--- src/sv/shb_pkg.sv ---
// ============================================================================
// shb_pkg: shared types and constants for the string hash block
// Hash constants, register indexes and the opcodes of the shared multiplier.
// ============================================================================
package shb_pkg;

    // MurmurHash3 x86_32 constants
    localparam logic [31:0] MM_C1 = 32'hcc9e_2d51;
    localparam logic [31:0] MM_C2 = 32'h1b87_3593;
    localparam logic [31:0] MM_N  = 32'he654_6b64;
    localparam logic [31:0] MM_F1 = 32'h85eb_ca6b;
    localparam logic [31:0] MM_F2 = 32'hc2b2_ae35;

    // Bucket modulus, largest prime below 2^16
    localparam logic [16:0] BUCKET_MOD = 17'h0_fff1;

    // Register indexes, decoded from paddr[2]
    localparam logic REG_USE_MURMUR = 1'b0;
    localparam logic REG_HASH_SEED  = 1'b1;

    // Operations of the shared multiplier
    typedef enum logic [1:0] {
        MUL_K1,     // k * C1
        MUL_K2,     // rotl(k, 15) * C2
        MUL_FIN1,   // (h ^ h >> 16) * F1
        MUL_FIN2    // (h ^ h >> 13) * F2
    } mul_op_t;

endpackage : shb_pkg

--- src/sv/shb_mul.sv ---
// ============================================================================
// shb_mul: shared 32x32 multiplier of the hash datapath
// Applies the operand premix of each hash step, then a modulo 2^32 multiply
// by the matching constant.
// ============================================================================
module shb_mul (
    input  shb_pkg::mul_op_t op,
    input  logic [31:0]      operand,
    output logic [31:0]      product
);

    logic [31:0] mul_a;
    logic [31:0] mul_b;

    // Operand premix and constant select
    always_comb
    begin
        unique case (op)
            shb_pkg::MUL_K1:
            begin
                mul_a = operand;
                mul_b = shb_pkg::MM_C1;
            end
            shb_pkg::MUL_K2:
            begin
                mul_a = {operand[16:0], operand[31:17]};
                mul_b = shb_pkg::MM_C2;
            end
            shb_pkg::MUL_FIN1:
            begin
                mul_a = operand ^ {16'd0, operand[31:16]};
                mul_b = shb_pkg::MM_F1;
            end
            shb_pkg::MUL_FIN2:
            begin
                mul_a = operand ^ {13'd0, operand[31:13]};
                mul_b = shb_pkg::MM_F2;
            end
            default:
            begin
                mul_a = operand;
                mul_b = shb_pkg::MM_C1;
            end
        endcase
    end

    // Low 32 bits of the product
    assign product = mul_a * mul_b;

endmodule : shb_mul

--- src/sv/string_hash_bucket_index.sv ---
// ============================================================================
// string_hash_bucket_index: byte-stream string hash and bucket index
// Per byte: MurmurHash3 x86_32 or multiply-by-33 rolling hash; on the last
// byte, the 32-bit hash and hash mod 65521 are returned.
// ============================================================================
// Byte path: a byte that does not complete a 4-byte block is absorbed directly; a
// byte that completes a block goes through two multiplies and a mix step (K1, K2, MIX).
// Closing item: FIN, K1, K2 and MIX on a partial tail, F1 to F3, R1 and R2
// (FIN, R1, R2 in rolling mode); the final multiplies and the tail scramble all
// go through one shared multiplier. Throughput: one item in flight; byte_stall
// stays high until it is done. Reset: control state and both registers clear.
module string_hash_bucket_index (
    input  logic        clk,
    input  logic        rst_n,
    // configuration port
    input  logic        psel,
    input  logic        penable,
    input  logic        pwrite,
    input  logic [2:0]  paddr,
    input  logic [31:0] pwdata,
    output logic [31:0] prdata,
    output logic        pready,
    // byte channel
    input  logic        byte_valid,
    output logic        byte_stall,
    input  logic [7:0]  data_byte,
    input  logic        has_byte,
    input  logic        last,
    // hash channel
    output logic        hash_valid,
    input  logic        hash_stall,
    output logic [15:0] bucket,
    output logic [31:0] full_hash
);

    typedef enum logic [3:0] {
        ST_IDLE,
        ST_K1,
        ST_K2,
        ST_MIX,
        ST_FIN,
        ST_F1,
        ST_F2,
        ST_F3,
        ST_R1,
        ST_R2,
        ST_OUT
    } state_t;

    state_t      state_reg, state_next;
    logic        use_murmur_reg, use_murmur_next;
    logic [31:0] hash_seed_reg, hash_seed_next;
    logic [31:0] running_reg, running_next;
    logic [23:0] partial_reg, partial_next;
    logic [1:0]  phase_reg, phase_next;
    logic [31:0] length_reg, length_next;
    logic        at_start_reg, at_start_next;
    logic        last_reg, last_next;
    logic        tail_reg, tail_next;
    logic [31:0] work_reg, work_next;
    logic [19:0] red_reg, red_next;
    logic        hash_valid_reg, hash_valid_next;
    logic [15:0] bucket_reg, bucket_next;
    logic [31:0] full_hash_reg, full_hash_next;

    logic             cfg_write;
    logic             byte_take;
    shb_pkg::mul_op_t mul_op;
    logic [31:0]      mul_product;

    // String-start view of the state
    logic [31:0] h0;
    logic [23:0] pw0;
    logic [1:0]  ph0;
    logic [31:0] len0;
    logic [31:0] sext_byte;
    logic [31:0] mix_rot;
    logic [16:0] red_fold;

    // Shared multiplier
    shb_mul u_mul (
        .op      (mul_op),
        .operand (work_reg),
        .product (mul_product)
    );

    always_comb
    begin
        unique case (state_reg)
            ST_K1:   mul_op = shb_pkg::MUL_K1;
            ST_K2:   mul_op = shb_pkg::MUL_K2;
            ST_F1:   mul_op = shb_pkg::MUL_FIN1;
            ST_F2:   mul_op = shb_pkg::MUL_FIN2;
            default: mul_op = shb_pkg::MUL_K1;
        endcase
    end

    // Configuration port
    assign pready    = 1'b1;
    assign cfg_write = psel && penable && pwrite && pready;

    always_comb
    begin
        unique case (paddr[2])
            shb_pkg::REG_USE_MURMUR: prdata = {31'd0, use_murmur_reg};
            shb_pkg::REG_HASH_SEED:  prdata = hash_seed_reg;
            default:                 prdata = 32'd0;
        endcase
    end

    always_comb
    begin
        use_murmur_next = use_murmur_reg;
        hash_seed_next  = hash_seed_reg;
        if (cfg_write)
        begin
            unique case (paddr[2])
                shb_pkg::REG_USE_MURMUR: use_murmur_next = pwdata[0];
                shb_pkg::REG_HASH_SEED:  hash_seed_next  = pwdata;
                default:                 use_murmur_next = use_murmur_reg;
            endcase
        end
    end

    // Handshake
    assign byte_stall = (state_reg != ST_IDLE);
    assign byte_take  = byte_valid && !byte_stall && (has_byte || last);
    assign hash_valid = hash_valid_reg;
    assign bucket     = bucket_reg;
    assign full_hash  = full_hash_reg;

    // State as seen by the accepted byte
    always_comb
    begin
        if (at_start_reg)
        begin
            h0   = use_murmur_reg ? hash_seed_reg : 32'd0;
            pw0  = 24'd0;
            ph0  = 2'd0;
            len0 = 32'd0;
        end
        else
        begin
            h0   = running_reg;
            pw0  = partial_reg;
            ph0  = phase_reg;
            len0 = length_reg;
        end
    end

    assign sext_byte = {{24{data_byte[7]}}, data_byte};

    // Block mix: rotl(h ^ k, 13), then * 5 + N as shift-add
    assign mix_rot = {running_reg[18:0] ^ work_reg[18:0], running_reg[31:19] ^ work_reg[31:19]};

    // Second fold of the mod 65521 reduction (2^16 = 15 mod 65521)
    assign red_fold = {1'b0, red_reg[15:0]} + ({13'd0, red_reg[19:16]} << 4)
                      - {13'd0, red_reg[19:16]};

    // Sequencer
    always_comb
    begin
        state_next      = state_reg;
        running_next    = running_reg;
        partial_next    = partial_reg;
        phase_next      = phase_reg;
        length_next     = length_reg;
        at_start_next   = at_start_reg;
        last_next       = last_reg;
        tail_next       = tail_reg;
        work_next       = work_reg;
        red_next        = red_reg;
        hash_valid_next = hash_valid_reg;
        bucket_next     = bucket_reg;
        full_hash_next  = full_hash_reg;

        unique case (state_reg)
            ST_IDLE:
            begin
                if (byte_take)
                begin
                    at_start_next = 1'b0;
                    last_next     = last;
                    tail_next     = 1'b0;
                    running_next  = h0;
                    partial_next  = pw0;
                    phase_next    = ph0;
                    length_next   = len0 + {31'd0, has_byte};
                    state_next    = last ? ST_FIN : ST_IDLE;
                    if (has_byte)
                    begin
                        if (!use_murmur_reg)
                        begin
                            running_next = sext_byte + {h0[26:0], 5'd0} + h0;
                        end
                        else if (ph0 == 2'd3)
                        begin
                            work_next    = {data_byte, pw0};
                            partial_next = 24'd0;
                            phase_next   = 2'd0;
                            state_next   = ST_K1;
                        end
                        else
                        begin
                            case (ph0)
                                2'd0:    partial_next = {pw0[23:8], data_byte};
                                2'd1:    partial_next = {pw0[23:16], data_byte, pw0[7:0]};
                                default: partial_next = {data_byte, pw0[15:0]};
                            endcase
                            phase_next = ph0 + 2'd1;
                        end
                    end
                end
            end
            ST_K1:
            begin
                work_next  = mul_product;
                state_next = ST_K2;
            end
            ST_K2:
            begin
                work_next  = mul_product;
                state_next = ST_MIX;
            end
            ST_MIX:
            begin
                if (tail_reg)
                begin
                    work_next  = running_reg ^ work_reg ^ length_reg;
                    state_next = ST_F1;
                end
                else
                begin
                    running_next = {mix_rot[29:0], 2'd0} + mix_rot + shb_pkg::MM_N;
                    state_next   = last_reg ? ST_FIN : ST_IDLE;
                end
            end
            ST_FIN:
            begin
                if (!use_murmur_reg)
                begin
                    work_next  = running_reg;
                    state_next = ST_R1;
                end
                else if (phase_reg != 2'd0)
                begin
                    work_next  = {8'd0, partial_reg};
                    tail_next  = 1'b1;
                    state_next = ST_K1;
                end
                else
                begin
                    work_next  = running_reg ^ length_reg;
                    state_next = ST_F1;
                end
            end
            ST_F1:
            begin
                work_next  = mul_product;
                state_next = ST_F2;
            end
            ST_F2:
            begin
                work_next  = mul_product;
                state_next = ST_F3;
            end
            ST_F3:
            begin
                work_next  = work_reg ^ {16'd0, work_reg[31:16]};
                state_next = ST_R1;
            end
            ST_R1:
            begin
                // first fold: hi * 15 + lo, below 2^20
                red_next   = {4'd0, work_reg[15:0]} + ({4'd0, work_reg[31:16]} << 4)
                             - {4'd0, work_reg[31:16]};
                state_next = ST_R2;
            end
            ST_R2:
            begin
                if (red_fold >= shb_pkg::BUCKET_MOD)
                begin
                    bucket_next = 16'(red_fold - shb_pkg::BUCKET_MOD);
                end
                else
                begin
                    bucket_next = red_fold[15:0];
                end
                full_hash_next  = work_reg;
                hash_valid_next = 1'b1;
                at_start_next   = 1'b1;
                state_next      = ST_OUT;
            end
            ST_OUT:
            begin
                if (!hash_stall)
                begin
                    hash_valid_next = 1'b0;
                    state_next      = ST_IDLE;
                end
            end
            default:
            begin
                state_next = ST_IDLE;
            end
        endcase
    end

    // State and registered outputs
    always_ff @(posedge clk or negedge rst_n)
    begin
        if (!rst_n)
        begin
            state_reg      <= ST_IDLE;
            use_murmur_reg <= 1'b0;
            hash_seed_reg  <= 32'd0;
            running_reg    <= 32'd0;
            partial_reg    <= 24'd0;
            phase_reg      <= 2'd0;
            length_reg     <= 32'd0;
            at_start_reg   <= 1'b1;
            last_reg       <= 1'b0;
            tail_reg       <= 1'b0;
            hash_valid_reg <= 1'b0;
        end
        else
        begin
            state_reg      <= state_next;
            use_murmur_reg <= use_murmur_next;
            hash_seed_reg  <= hash_seed_next;
            running_reg    <= running_next;
            partial_reg    <= partial_next;
            phase_reg      <= phase_next;
            length_reg     <= length_next;
            at_start_reg   <= at_start_next;
            last_reg       <= last_next;
            tail_reg       <= tail_next;
            hash_valid_reg <= hash_valid_next;
        end
    end

    // Datapath registers
    always_ff @(posedge clk)
    begin
        work_reg      <= work_next;
        red_reg       <= red_next;
        bucket_reg    <= bucket_next;
        full_hash_reg <= full_hash_next;
    end

endmodule : string_hash_bucket_index
--- config.mk ---
export PLATFORM = sky130hd
export DESIGN_NAME = string_hash_bucket_index
export DESIGN_NICKNAME = d
export VERILOG_FILES = /design/src/sv/shb_pkg.sv /design/src/sv/shb_mul.sv /design/src/sv/string_hash_bucket_index.sv
export SDC_FILE = /design/constraint.sdc
export NUM_CORES = 2
export LEC_CHECK = 0
export BUFFER_PORTS_ARGS = -buffer_cell sky130_fd_sc_hd__clkbuf_2
export CAP_MARGIN = 20
export CORE_UTILIZATION = 30
export CTS_CLUSTER_SIZE = 25
export DETAILED_ROUTE_END_ITERATION = 10
export PLACE_DENSITY = 0.54
export SLEW_MARGIN = 10
export SYNTH_ARGS = -nofsm -noshare
export SYNTH_HDL_FRONTEND = slang
export SYNTH_SLANG_ARGS = --single-unit
--- constraint.sdc ---
create_clock -name clk -period 13.2 [get_ports clk]
set_input_delay 0.66 -clock clk [delete_from_list [all_inputs] [get_ports clk]]
set_output_delay 0.66 -clock clk [all_outputs]
set_load 0.01 [all_outputs]
# After elaboration in Yosys (flattened, before gate mapping)
# Cells that the tools add are included.
word_totals:
  regBits: 231
  latch_bits: 0
  mem_bits_rw: 0
  mem_bits_ro: 0
  mem_count: 0
op_classes:
  n_addsub: 11
  mul: 1
  div_mod_pow: 0
  order_cmp: 1
  eq_ne: 24
  shifts: 0
  mux: 48
  bitwise: 8
  reduce_logical: 26
op_table:
  columns: ["operator", "n"]
  rows:
  - ["$mux W32", 14]
  - ["$pmux W32 S4", 2]
  - ["$pmux W32 S5", 1]
  - ["$pmux W32 S2", 2]
  - ["$add A32 B32 Y32", 3]
  - ["$mux W24", 4]
  - ["$xor A32 B32 Y32", 3]
  - ["$pmux W24 S2", 1]
  - ["$pmux W4 S11", 1]
  - ["$add A32 B1 Y32", 1]
  - ["$add A32 B32 Y32 const B", 1]
  - ["$mul A32 B32 Y32", 1]
  - ["$xor A32 B16 Y32", 1]
  - ["$xor A32 B19 Y32", 1]
  - ["$mux W3", 7]
  - ["$add A16 B20 Y20", 1]
  - ["$sub A20 B16 Y20", 1]
  - ["$xor A19 B19 Y19", 1]
  - ["$ne A2 B2 Y1 const B", 9]
  - ["$add A16 B8 Y17", 1]
  - ["$ge A17 B16 Y1 const B", 1]
  - ["$sub A17 B4 Y17", 1]
  - ["$eq A4 B3 Y1 const B", 4]
  - ["$mux W16", 1]
  - ["27 further kinds", 56]

# Depth between registers and ports, before layout
logic_depth:
  word_depth: 8
  mapped_depth: 44

# Hierarchy
# From an unflattened synthesis, not the netlist that was laid out.
hier_totals:
  cells_unflattened: 3967
  area_unflattened_um2: 35261.3
by_module_without_submodules:
  columns: ["mod", "n_inst", "cells_each", "area_per_inst_um2", "seq_area_each_um2"]
  rows:
  - ["string_hash_bucket_index", 1, 2142, 19120.8, 6282.3]
  - ["shb_mul", 1, 1825, 16140.5, 0.0]

# Worst setup path before layout
# No wires, ideal clock.
synth_timing:
  path_type: "flip-flop to flip-flop"
  from: "register state_reg[0]"
  to: "register work_reg[31] (data pin)"
  setup_time_ns: 0.271
  arrival_ns: 9.264
  setup_slack_ns: 3.665
  path_stages_with_launch: 38
  n_path_buf: 6
  period_less_slack_ns: 9.535
  cell_sequence: "dfrtp_1 buf_2 xnor2_1 nand2b_1 clkbuf_1 inv_1 clkbuf_1 clkbuf_1 ha_1 clkbuf_1 clkbuf_1 a222oi_1 o21ai_1 inv_1 nor2_1 fa_1 fa_1 inv_1 (+2 left out) inv_1 fa_1 inv_1 fa_1 inv_1 fa_1 fa_1 ha_1 a21o_1 a21o_1 a21oi_1 nand3b_1 o21ai_0 or3_1 o211ai_1 a211oi_1 xnor2_1 o21ai_0"
synth_via:
  elab_chain_cells: 6
  elab_cells_between_ends: 18
  classes_between: "mul (1); eq/ne (10); mux (4); reduce/logical (3)"
synth_lines:
  columns: ["item", "line_no", "text"]
  rows:
  - ["start, declared", "string_hash_bucket_index.sv:50", "state_t state_reg, state_next;"]
  - ["start signal, assigned", "string_hash_bucket_index.sv:328", "state_reg <= state_next;"]
  - ["$eq A4 B3 Y1 or $eq A4 B2 Y1 (tied branches)", "string_hash_bucket_index.sv:89, string_hash_bucket_index.sv:177", null]
  - ["$pmux W2 S3", "string_hash_bucket_index.sv:89", "unique case (state_reg)"]
  - ["$eq A2 B2 Y1, or another cell as far along", "shb_mul.sv:18", "unique case (op)"]
  - ["$pmux W32 S4", "shb_mul.sv:18", null]
  - ["$mul A32 B32 Y32", "shb_mul.sv:48", "assign product = mul_a * mul_b;"]
  - ["$pmux W32 S5 *", "string_hash_bucket_index.sv:177", "unique case (state_reg)"]
  - ["named net work_next[31]", "string_hash_bucket_index.sv:60", "logic [31:0] work_reg, work_next;"]
  - ["end signal, assigned", "string_hash_bucket_index.sv:345", "work_reg <= work_next;"]
  - ["end, declared", "string_hash_bucket_index.sv:60", null]
# The timed path passes the listed nets; every way through them passes the cells marked *. The select of a mux whose other input is x is not followed.
# A chain may end at the register's enable or synchronous reset.

# Final worst setup path
layout_timing:
  from: "register state_reg[1]"
  to: "register work_reg[31] (data pin)"
# Same word-level chain as after synthesis.

==> run summary <==
The routed wire length per instance came out at 22.3 µm. The final routed DRC violation total is 0. Yosys mapped a number of flops with a built-in enable equal to 100.

Detailed placement ended at an HPWL of 95,900 µm. The post-synthesis instance area is 34,000 µm². Measured on the finished design, the core utilization comes to 33.2%.

The count of unique library cells instantiated by Yosys came out at 84. The count of input and output buffers is 131. The total setup violations reported at the end of the flow is 0. The fraction of met1 tracks used by global routing came out at 30.2%.

Headroom to the max-slew limit came out at 30.3%. The post-CTS setup repair buffer count came out at 0. The hold violation total from the final report is 0.

Leaving out fill and tap cells, the most frequent cell in the layout is sky130_fd_sc_hd__inv_1. The clock tree buffer depth is 3. The repair_antennas step left the layout with diodes totalling 0. The number of placement rows is 123. The final critical path time including I/O delays and setup is 11.53 ns.

In this run the count of I/O pins placed on the die edge is 135. The clock-pin slew on the worst setup and hold paths is 0.07 ns. The cell count after synthesis is 3,784. Post-CTS repair changed the size of 0 cells. Setup repair after global routing left no endpoint under its margin.

The global-route wire length before repair came out at 179,000 µm. The die width is 339 µm. The cell sitting at the root of the clock tree is a sky130_fd_sc_hd__clkbuf_16. The synthesized net count came out at 4,569. The number of vias after detailed routing is 27,503. The arrival time of the worst setup path is 11.84 ns.

The largest net degree at the start of global routing came out at 83. The flow ran to the end, and the final reports show no timing, DRC or antenna violations. The fraction of final layout cells sized beyond drive strength 1 came out at 8.02%. The synthesized area per cell is 8.99 µm².

The worst endpoint required time is 13.51 ns. The largest individual stage delay along the critical path comes from the cell sky130_fd_sc_hd__ha_1. The number of hold-repair buffers added at the cts stage came out at 0. The overall routed net length came out at 119,000 µm. From synthesis to final layout, the design area changed by 9.70%.

The final layout contains 4,630 nets. The initial utilization of the core area, before any placement, comes to 30.2%. TritonCTS built the clock tree. The full die area is 115,000 µm².

The final sum of negative setup slack came out at 0 ns. The number of antenna violations at the first check in global routing came out at 1. The critical path in this run is classified as flip-flop to flip-flop. The via count of the first global-routing pass was 27,303.

The clock insertion delay at the later pin of the skew report is 0.59 ns. The worst setup path is launched from a flip-flop. The floorplan step set the die height to 339 µm.

The max-slew violation count came out at 0. The global routing met3 resource utilization is 3.05%. The min-delay analysis places its worst path in the category primary input to async pin.

The flop and latch count out of synthesis came out at 231. The achievable frequency came out at 86.7 MHz. The maximum fanout count along the critical path is 26. Using the TritonRoute via totals, the vias-per-cell ratio works out to 5.13. The endpoint class of the critical path is a flip-flop. met2 is the most crowded layer.

Clock tree synthesis found a total of 231 sinks. The total congestion overflow after global routing is 0. The number of H-tree branching levels is 1.

The worst path uses 87.3% of the clock period. At the end of routability-driven placement, the weighted congestion stood at 0.937. The clock arrives with 0.0231 ns of skew. Buffers inserted during clock tree synthesis total 27.

The measured slew at the worst slew-check pin came out at 1.04 ns. The detail route stage leaves a number of antenna-violating nets equal to 0. In the synthesized netlist the dominant register cell turns out to be sky130_fd_sc_hd__dfrtp_1.

The global routing usage summed across all routing layers came out at 20.7%. The tool flagged a number of max-cap violations equal to 0. In the layout the commonest cells are sky130_fd_sc_hd__inv_1, sky130_fd_sc_hd__fa_1, sky130_fd_sc_hd__ha_1. In this run the standard cell core region covers 112,000 µm². The highest cell delay on the worst timing path came out at 0.75 ns. Yosys printed 0 warnings. Before antenna repair, the detailed router went through 6 iterations. The met2 track demand over resource in global routing came out at 32.0%. The number of fill cells in the layout is 11,790.

The share of the yosys chip area belonging to registers came out at 18.5%. The post-synthesis async set-or-reset flop share came out at 56.7%. The DRC marker count from the first detailed-route iteration came out at 2,496.
[logic make-up (layout without fill, tap and decap cells)]
kind of cell,count (synthesis),after routing,synth area share [%]
mux,44,44,1.43
buf+inv,840,921,9.33
flops,231,231,18.5
other cells,1,1,0.0110
simple gates,912,912,12.8
fa+ha+maj,733,733,36.5
xor+xnor,286,286,7.48
compound gates,737,737,13.9
[final cells by class]
cell class	instances	area, µm²	area share (%)
clock buffers	30	697	1.87
clock inverters	19	226	0.607
inverters	689	2590	6.93
multi-input cells	2713	24600	65.9
flip-flops and latches	231	6280	16.8
well taps	1500	1880	5.03
repair buffers	183	1050	2.82
[metal layers]
| layer | wire, µm | vias up |
|---|---|---|
| met5 | 0 | - |
| met3 | 9190 | 162 |
| li1 | - | 12504 |
| met2 | 52300 | 1112 |
| met4 | 3420 | 0 |
| met1 | 54600 | 13725 |
[stage by stage]
stage | hold slack, ns | instance area, µm² | setup slack [ns] | cells
after floorplan | 0.364 | 34000 | 3.67 | 3784
after global placement | 0.491 | 36400 | 1.91 | 5316
after detailed placement | 0.490 | 36400 | 1.88 | 5316
after CTS | 0.163 | 37300 | 1.88 | 5365
after global routing | 0.197 | 37300 | 1.20 | 5365
final | 0.137 | 37300 | 1.67 | 5365
[worst max-delay path, delay by kind of cell, from the launching register on]
family | cells | cell delay (ns)
and+or+nand+nor | 7 | 1.87
adders and majority gates | 10 | 4.67
xor gates and xnor gates | 1 | 0.16
DFF | 1 | 0.67
buffers and inverters | 10 | 2.13
AOI/OAI and AO/OA | 8 | 1.73
[worst paths after layout]
check                           startpoint                 to  slack (ns)  cells after the start
max                           state_reg[1]       work_reg[31]        1.67                     36
min                                  rst_n  hash_seed_reg[24]        0.14                      1
max reg2reg                   state_reg[1]       work_reg[31]        1.67                     36
min reg2reg                partial_reg[16]    partial_reg[16]        0.51                      1
max in group asynchronous            rst_n     partial_reg[6]       11.73                      2
min in group clk                 pwdata[5]   hash_seed_reg[5]        0.30                      2
[synthesized netlist by cell type (11+ instances only)]
| cell type | instances | area [µm²] |
|---|---|---|
| sky130_fd_sc_hd__a211oi_1 | 25 | 188 |
| sky130_fd_sc_hd__a21o_1 | 52 | 390 |
| sky130_fd_sc_hd__a21oi_1 | 205 | 1030 |
| sky130_fd_sc_hd__a221oi_1 | 23 | 201 |
| sky130_fd_sc_hd__a22o_1 | 50 | 438 |
| sky130_fd_sc_hd__a22oi_1 | 19 | 143 |
| sky130_fd_sc_hd__a31oi_1 | 29 | 181 |
| sky130_fd_sc_hd__and2_1 | 87 | 544 |
| sky130_fd_sc_hd__and3_1 | 11 | 68.8 |
| sky130_fd_sc_hd__clkbuf_1 | 133 | 499 |
| sky130_fd_sc_hd__dfrtp_1 | 130 | 3250 |
| sky130_fd_sc_hd__edfxtp_1 | 100 | 3000 |
| sky130_fd_sc_hd__fa_1 | 433 | 8670 |
| sky130_fd_sc_hd__ha_1 | 300 | 3750 |
| sky130_fd_sc_hd__inv_1 | 686 | 2570 |
| sky130_fd_sc_hd__mux2_2 | 37 | 417 |
| sky130_fd_sc_hd__nand2_1 | 298 | 1120 |
| sky130_fd_sc_hd__nand2b_1 | 60 | 375 |
| sky130_fd_sc_hd__nand3_1 | 58 | 290 |
| sky130_fd_sc_hd__nand3b_1 | 11 | 82.6 |
| sky130_fd_sc_hd__nor2_1 | 219 | 822 |
| sky130_fd_sc_hd__nor2b_1 | 45 | 282 |
| sky130_fd_sc_hd__nor3_1 | 47 | 235 |
| sky130_fd_sc_hd__o211ai_1 | 20 | 150 |
| sky130_fd_sc_hd__o21a_1 | 18 | 135 |
| sky130_fd_sc_hd__o21ai_0 | 184 | 921 |
| sky130_fd_sc_hd__o22ai_1 | 11 | 68.8 |
| sky130_fd_sc_hd__or2_2 | 16 | 100 |
| sky130_fd_sc_hd__or3_1 | 14 | 87.6 |
| sky130_fd_sc_hd__xnor2_1 | 181 | 1590 |
| sky130_fd_sc_hd__xor2_1 | 102 | 893 |
Power is not shown: default switching activity piles up to over one toggle a cycle in this logic, so the estimate is an artifact.
